## src/design/pn2d_pkg.sv

```systemverilog
package pn2d_pkg;

    localparam int FRAC_BITS_DEF = 8;
    localparam int TABLE_DEPTH   = 256;

    typedef logic        opcode_t;
    typedef logic [7:0]  perm_t;
    typedef logic signed [23:0] coord_t;
    typedef logic signed [15:0] noise_t;
    typedef logic [15:0] weight_t;

    localparam opcode_t OP_LOAD   = 1'b0;
    localparam opcode_t OP_SAMPLE = 1'b1;

    // corner gradient select, low two hash bits
    localparam logic [1:0] GRAD_PP = 2'd0;
    localparam logic [1:0] GRAD_NP = 2'd1;
    localparam logic [1:0] GRAD_NN = 2'd2;
    localparam logic [1:0] GRAD_PN = 2'd3;

endpackage

```

## src/design/pn2d_fade.sv

```systemverilog
module pn2d_fade #(
    parameter int FRAC_BITS = pn2d_pkg::FRAC_BITS_DEF
) (
    input  logic                  clk,
    input  logic                  en,
    input  logic [FRAC_BITS-1:0]  frac,
    output pn2d_pkg::weight_t     weight
);
    import pn2d_pkg::*;

    // 6t^5 - 15t^4 + 10t^3 evaluated as t^3 * (10 - 15t + 6t^2), Q0.16
    logic [15:0] t_next;
    logic [31:0] tt_next;
    logic [15:0] t_reg;
    logic [15:0] t2_reg;

    logic [31:0] t3_wide_next;
    logic [20:0] p_wide_next;
    logic [15:0] t3_reg;
    logic [19:0] p_reg;

    logic [35:0] w_prod_next;
    logic [19:0] w_wide_next;
    logic [15:0] w_next;
    logic [15:0] w_reg;

    always_comb
    begin
        t_next       = 16'(frac) << (16 - FRAC_BITS);
        tt_next      = 32'(t_next) * 32'(t_next);
        t3_wide_next = 32'(t2_reg) * 32'(t_reg);
        p_wide_next  = 21'd655360 + 21'(t2_reg) * 21'd6 - 21'(t_reg) * 21'd15;
        w_prod_next  = 36'(t3_reg) * 36'(p_reg);
        w_wide_next  = w_prod_next[35:16];
        w_next       = (w_wide_next > 20'd65535) ? 16'hFFFF : w_wide_next[15:0];
    end

    always_ff @(posedge clk)
    begin
        if (en)
        begin
            t_reg  <= t_next;
            t2_reg <= tt_next[31:16];
            t3_reg <= t3_wide_next[31:16];
            p_reg  <= p_wide_next[19:0];
            w_reg  <= w_next;
        end
    end

    assign weight = w_reg;
endmodule

```

## config.mk

```make
export PLATFORM = sky130hd
export DESIGN_NAME = pn2d_fade
export DESIGN_NICKNAME = d
export VERILOG_FILES = /design/src/design/pn2d_pkg.sv /design/src/design/pn2d_fade.sv
export SDC_FILE = /design/constraint.sdc
export NUM_CORES = 1
export LEC_CHECK = 0
export BUFFER_PORTS_ARGS = -buffer_cell sky130_fd_sc_hd__buf_2
export CORE_ASPECT_RATIO = 0.7
export CORE_UTILIZATION = 45
export DETAILED_ROUTE_END_ITERATION = 16
export PLACE_DENSITY_LB_ADDON = 0.08
export RECOVER_POWER = 50
export SLEW_MARGIN = 20
export SYNTH_ARGS = -nofsm -noshare
export SYNTH_HDL_FRONTEND = slang
export SYNTH_SLANG_ARGS = --single-unit
export TNS_END_PERCENT = 20
```

## constraint.sdc

```tcl
create_clock -name clk -period 14 [get_ports clk]
set_input_delay 2.1 -clock clk [delete_from_list [all_inputs] [get_ports clk]]
set_output_delay 2.1 -clock clk [all_outputs]
set_load 0.005 [all_outputs]
```

==> impl_results.html <==
<table>
<tr><th>Metric</th><th>Value</th></tr>
<tr><th colspan="2">STA</th></tr>
<tr><td>Final slew viol count</td><td>73</td></tr>
<tr><td>Setup clock skew after layout</td><td>17.8 ps</td></tr>
<tr><td>Final Cycle Share</td><td>51.5%</td></tr>
<tr><td>Sum Neg Setup Slack</td><td>0 ps</td></tr>
<tr><td>Final Hold Violating Endpoints</td><td>0</td></tr>
<tr><td>Max-slew headroom at the worst pin</td><td>-189%</td></tr>
<tr><td>Worst hold-check slack</td><td>1160 ps</td></tr>
<tr><td>Setup-violating endpoint count in the final report</td><td>0</td></tr>
<tr><td>Transition time of the tightest slew-check pin</td><td>4340 ps</td></tr>
<tr><td>Unrepaired setup endpoints after global routing</td><td>false</td></tr>
<tr><td>Maximum clock frequency</td><td>139 MHz</td></tr>
<tr><td>Time the final worst path needs with I/O delays and setup</td><td>7210 ps</td></tr>
<tr><th colspan="2">Route</th></tr>
<tr><td>Remaining number of nets flagged by the antenna check after routing</td><td>0</td></tr>
<tr><td>Drt wl/cell</td><td>17.5 microns</td></tr>
<tr><td>Total number of vias</td><td>13100</td></tr>
<tr><td>Drt initial violations</td><td>690</td></tr>
<tr><td>First drt pass iteration count</td><td>6</td></tr>
<tr><td>Remaining design rule violation count</td><td>0</td></tr>
<tr><td>Vias per cell</td><td>5.20</td></tr>
<tr><td>Wire length reported by the detailed router</td><td>44.2 mm</td></tr>
<tr><th colspan="2">Global routing</th></tr>
<tr><td>Pin count of the biggest net entering global routing</td><td>73</td></tr>
<tr><td>Global-route wire length before repair</td><td>73.4 mm</td></tr>
<tr><td>Initial antenna violation count</td><td>1</td></tr>
<tr><td>Global-route total usage across every layer</td><td>22.2%</td></tr>
<tr><td>Overflow left after global routing</td><td>0</td></tr>
<tr><td>Number of global-route vias before repair</td><td>13400</td></tr>
<tr><th colspan="2">Critical path</th></tr>
<tr><td>Slowest cell on the critical path</td><td>sky130_fd_sc_hd__edfxtp_1</td></tr>
<tr><td>Delay contributed by the slowest stage of the critical path</td><td>950 ps</td></tr>
<tr><td>Cell family contributing the most delay on the critical path</td><td>adder cells</td></tr>
<tr><td>Required time reported for the critical path endpoint</td><td>14080 ps</td></tr>
<tr><td>Ordered list of cells on the worst path</td><td>nand2_1 &gt; fa_1 &gt; inv_1 &gt; fa_1 &gt; inv_1 &gt; fa_1 &gt; inv_1 &gt; fa_1 &gt; fa_1 &gt; inv_1 &gt; fa_1 &gt; inv_1 &gt; ha_1 &gt; nand3_1 &gt; nor4b_2 &gt; a2111oi_4 &gt; or3b_1 &gt; and3_4 &gt; o31ai_4 &gt; mux2_4 &gt; o311ai_0</td></tr>
<tr><td>Crit path top cell by count</td><td>sky130_fd_sc_hd__fa_1</td></tr>
<tr><td>Critical path startpoint category</td><td>flop</td></tr>
<tr><td>Critical-path maximum fanout</td><td>18</td></tr>
<tr><td>CP Capture Type</td><td>flop</td></tr>
<tr><td>Data arrival at the endpoint of the critical path</td><td>7290 ps</td></tr>
<tr><td>Path type of the worst setup path</td><td>reg2reg</td></tr>
<tr><td>Crit path buf inv count</td><td>5</td></tr>
<tr><th colspan="2">Synth</th></tr>
<tr><td>FF+latch count, synth</td><td>72</td></tr>
<tr><td>Sequential-to-total area share from yosys stat</td><td>11.4%</td></tr>
<tr><td>Synth area leaders</td><td>sky130_fd_sc_hd__fa_1 (37%), sky130_fd_sc_hd__ha_1 (15%), sky130_fd_sc_hd__edfxtp_1 (11%)</td></tr>
<tr><td>Portion of synthesized cell area occupied by the leading cell type</td><td>37.1%</td></tr>
<tr><td>Primary FF master, synth</td><td>sky130_fd_sc_hd__edfxtp_1</td></tr>
<tr><td>Number of synthesized flops with an enable pin</td><td>72</td></tr>
<tr><td>Syn. warnings</td><td>0</td></tr>
<tr><td>Fraction of synthesis flops using an asynchronous set or reset pin</td><td>0%</td></tr>
<tr><td>Netlist Area Pre-Place</td><td>18900 sq um</td></tr>
<tr><td>Average footprint of a synthesized cell</td><td>9.50 sq um</td></tr>
<tr><td>Post-Syn Nets</td><td>2584</td></tr>
<tr><td>Cell taking the most area after synthesis</td><td>sky130_fd_sc_hd__fa_1</td></tr>
<tr><td>Number of standard cells after synthesis</td><td>1991</td></tr>
<tr><td>Yosys cell types</td><td>70</td></tr>
<tr><th colspan="2">Floorplan</th></tr>
<tr><td>I/O pin total</td><td>26</td></tr>
<tr><td>Starting density of the core</td><td>45.9%</td></tr>
<tr><td>Die footprint</td><td>42900 sq um</td></tr>
<tr><td>Standard cell core area</td><td>41200 sq um</td></tr>
<tr><td>Vertical extent of the die</td><td>173 microns</td></tr>
<tr><td>Die X</td><td>247 microns</td></tr>
<tr><td>Standard-cell row count</td><td>62</td></tr>
<tr><th colspan="2">Placement</th></tr>
<tr><td>Cells after DPL</td><td>2505</td></tr>
<tr><td>Placement-stage cell area</td><td>19500 sq um</td></tr>
<tr><td>RePlAce Congestion</td><td>0.854</td></tr>
<tr><td>Port Buf Inserts</td><td>25</td></tr>
<tr><td>DP Wirelength</td><td>35.6 mm</td></tr>
<tr><th colspan="2">Clock network</th></tr>
<tr><td>Latest clock arrival within the worst-skew pair</td><td>390 ps</td></tr>
<tr><td>Hold-fix buffers, CTS</td><td>0</td></tr>
<tr><td>Clock Path Buffers</td><td>2</td></tr>
<tr><td>Clock-pin slew on the worst setup and hold paths</td><td>70 ps</td></tr>
<tr><td>Buffers inserted during post-CTS setup optimization</td><td>0</td></tr>
<tr><td>Clock tree from TritonCTS</td><td>yes</td></tr>
<tr><td># clock sinks</td><td>72</td></tr>
<tr><td>CTS Buf Count</td><td>9</td></tr>
<tr><td>Number of H-tree levels</td><td>3</td></tr>
<tr><td>CTS Root Cell</td><td>sky130_fd_sc_hd__clkbuf_16</td></tr>
<tr><td>Post-cts sizing count</td><td>0</td></tr>
<tr><th colspan="2">Finish</th></tr>
<tr><td>Final std cell area, no fill</td><td>19800 sq um</td></tr>
<tr><td>Final-stage net count</td><td>2565</td></tr>
<tr><td>Share of final-layout standard cells stronger than drive strength 1</td><td>2.94%</td></tr>
<tr><td>Number of flip-flops in the largest register</td><td>18</td></tr>
<tr><td>Post-layout instance count excluding filler cells</td><td>2520</td></tr>
<tr><td>Diodes inserted</td><td>0</td></tr>
<tr><td>Signed area change from the synthesized netlist to the final layout</td><td>4.51%</td></tr>
<tr><td>Fillcell total</td><td>3893</td></tr>
<tr><th colspan="2">Hold path</th></tr>
<tr><td>Min-delay worst type</td><td>reg2reg</td></tr>
<tr><th colspan="2">Status</th></tr>
<tr><td>Outcome</td><td>finished, violations left</td></tr>
<tr><td>Violated checks</td><td>capacitance limit, slew limit</td></tr>
<tr><th colspan="2">Flow run</th></tr>
<tr><td>Number of maximum-capacitance violations</td><td>1</td></tr>
</table>
[worst paths after layout]
| kind | from | end | slack (ps) | cells after the start |
|---|---|---|---|---|
| max | t3_reg[7] | weight[13] | 6790 | 21 |
| min | t2_reg[2] | p_reg[4] | 1160 | 2 |
| max reg2reg | t3_reg[7] | weight[13] | 6790 | 21 |
| min reg2reg | t2_reg[2] | p_reg[4] | 1160 | 2 |
[tightest hold or removal path, cell delays in order, from the launching register on]
cell	delay, ps
sky130_fd_sc_hd__edfxtp_1	650
sky130_fd_sc_hd__xnor2_1	210
sky130_fd_sc_hd__xnor2_1	160
[stage by stage]
| stage | utilization [%] | worst slack [ps] |
|---|---|---|
| 2_1_floorplan | - | 7630 |
| 3_3_place_gp | 47.3 | 6990 |
| 3_5_place_dp | 47.3 | 6860 |
| 4_1_cts | 48.0 | 6860 |
| 5_1_grt | 48.0 | 6540 |
| 6_report | 48.0 | 6790 |
[synth_stat cells (3+ instances only)]
| master | count |
|---|---|
| sky130_fd_sc_hd__o211ai_1 | 9 |
| sky130_fd_sc_hd__and4_1 | 3 |
| sky130_fd_sc_hd__a31oi_1 | 7 |
| sky130_fd_sc_hd__o21bai_1 | 16 |
| sky130_fd_sc_hd__a211o_1 | 3 |
| sky130_fd_sc_hd__o21ai_0 | 30 |
| sky130_fd_sc_hd__nand2b_1 | 5 |
| sky130_fd_sc_hd__a211oi_1 | 5 |
| sky130_fd_sc_hd__and3_1 | 7 |
| sky130_fd_sc_hd__o21a_1 | 13 |
| sky130_fd_sc_hd__nand3_1 | 10 |
| sky130_fd_sc_hd__a31o_2 | 4 |
| sky130_fd_sc_hd__fa_1 | 350 |
| sky130_fd_sc_hd__nor3_1 | 18 |
| sky130_fd_sc_hd__nand4_1 | 5 |
| sky130_fd_sc_hd__nand2_1 | 262 |
| sky130_fd_sc_hd__or3_1 | 9 |
| sky130_fd_sc_hd__clkbuf_1 | 55 |
| sky130_fd_sc_hd__and2_1 | 198 |
| sky130_fd_sc_hd__nand3_2 | 10 |
| sky130_fd_sc_hd__inv_1 | 408 |
| sky130_fd_sc_hd__xor2_1 | 22 |
| sky130_fd_sc_hd__a21oi_1 | 52 |
| sky130_fd_sc_hd__nor2b_1 | 11 |
| sky130_fd_sc_hd__ha_1 | 233 |
| sky130_fd_sc_hd__xnor2_1 | 56 |
| sky130_fd_sc_hd__edfxtp_1 | 72 |
| sky130_fd_sc_hd__nor2_1 | 47 |
| sky130_fd_sc_hd__a21o_1 | 18 |
| sky130_fd_sc_hd__o2111ai_1 | 4 |
[routing by layer]
| metal | track usage (%) | wire length (microns) |
|---|---|---|
| met5 | 0 | 0 |
| met4 | 4.32 | 532 |
| met3 | 3.89 | 2480 |
| met2 | 30.4 | 18100 |
| met1 | 36.0 | 23100 |
[area by class of cell]
type | count | area (sq um) | area share (%)
Sequential cell | 72 | 2160 | 10.9
Clock buffer | 11 | 233 | 1.18
Clock inverter | 4 | 46.3 | 0.234
Multi-Input combinational cell | 1452 | 15000 | 75.7
Timing Repair Buffer | 29 | 140 | 0.709
Tap cell | 544 | 681 | 3.44
Inverter | 408 | 1530 | 7.75
[cells by family after synthesis]
logic type / synth area share [%]
buffers and inverters: 9.40
DFF: 11.4
and+or+nand+nor: 15.9
muxes: 0.192
AOI/OAI and AO/OA: 6.98
xor gates and xnor gates: 3.61
adders and majority gates: 52.5
[cell usage in the layout, fill, tap and decap left out, types with 3 or more instances in the layout]
master and instances:
sky130_fd_sc_hd__a211o_1 3, sky130_fd_sc_hd__a211oi_1 5, sky130_fd_sc_hd__a21o_1 18, sky130_fd_sc_hd__a21oi_1 52
sky130_fd_sc_hd__a31o_2 4, sky130_fd_sc_hd__a31oi_1 7, sky130_fd_sc_hd__and2_1 198, sky130_fd_sc_hd__and3_1 7
sky130_fd_sc_hd__and4_1 3, sky130_fd_sc_hd__buf_2 16, sky130_fd_sc_hd__buf_4 3, sky130_fd_sc_hd__clkbuf_1 12
sky130_fd_sc_hd__clkbuf_16 9, sky130_fd_sc_hd__edfxtp_1 72, sky130_fd_sc_hd__fa_1 350, sky130_fd_sc_hd__ha_1 233
sky130_fd_sc_hd__inv_1 408, sky130_fd_sc_hd__nand2_1 262, sky130_fd_sc_hd__nand2b_1 5, sky130_fd_sc_hd__nand3_1 10
sky130_fd_sc_hd__nand3_2 10, sky130_fd_sc_hd__nand4_1 5, sky130_fd_sc_hd__nor2_1 47, sky130_fd_sc_hd__nor2b_1 11
sky130_fd_sc_hd__nor3_1 18, sky130_fd_sc_hd__o2111ai_1 4, sky130_fd_sc_hd__o211ai_1 9, sky130_fd_sc_hd__o21a_1 13
sky130_fd_sc_hd__o21ai_0 30, sky130_fd_sc_hd__o21bai_1 16, sky130_fd_sc_hd__or3_1 9, sky130_fd_sc_hd__xnor2_1 56
sky130_fd_sc_hd__xor2_1 22
Power is not shown: default switching activity piles up to over one toggle a cycle in this logic, so the estimate is an artifact.
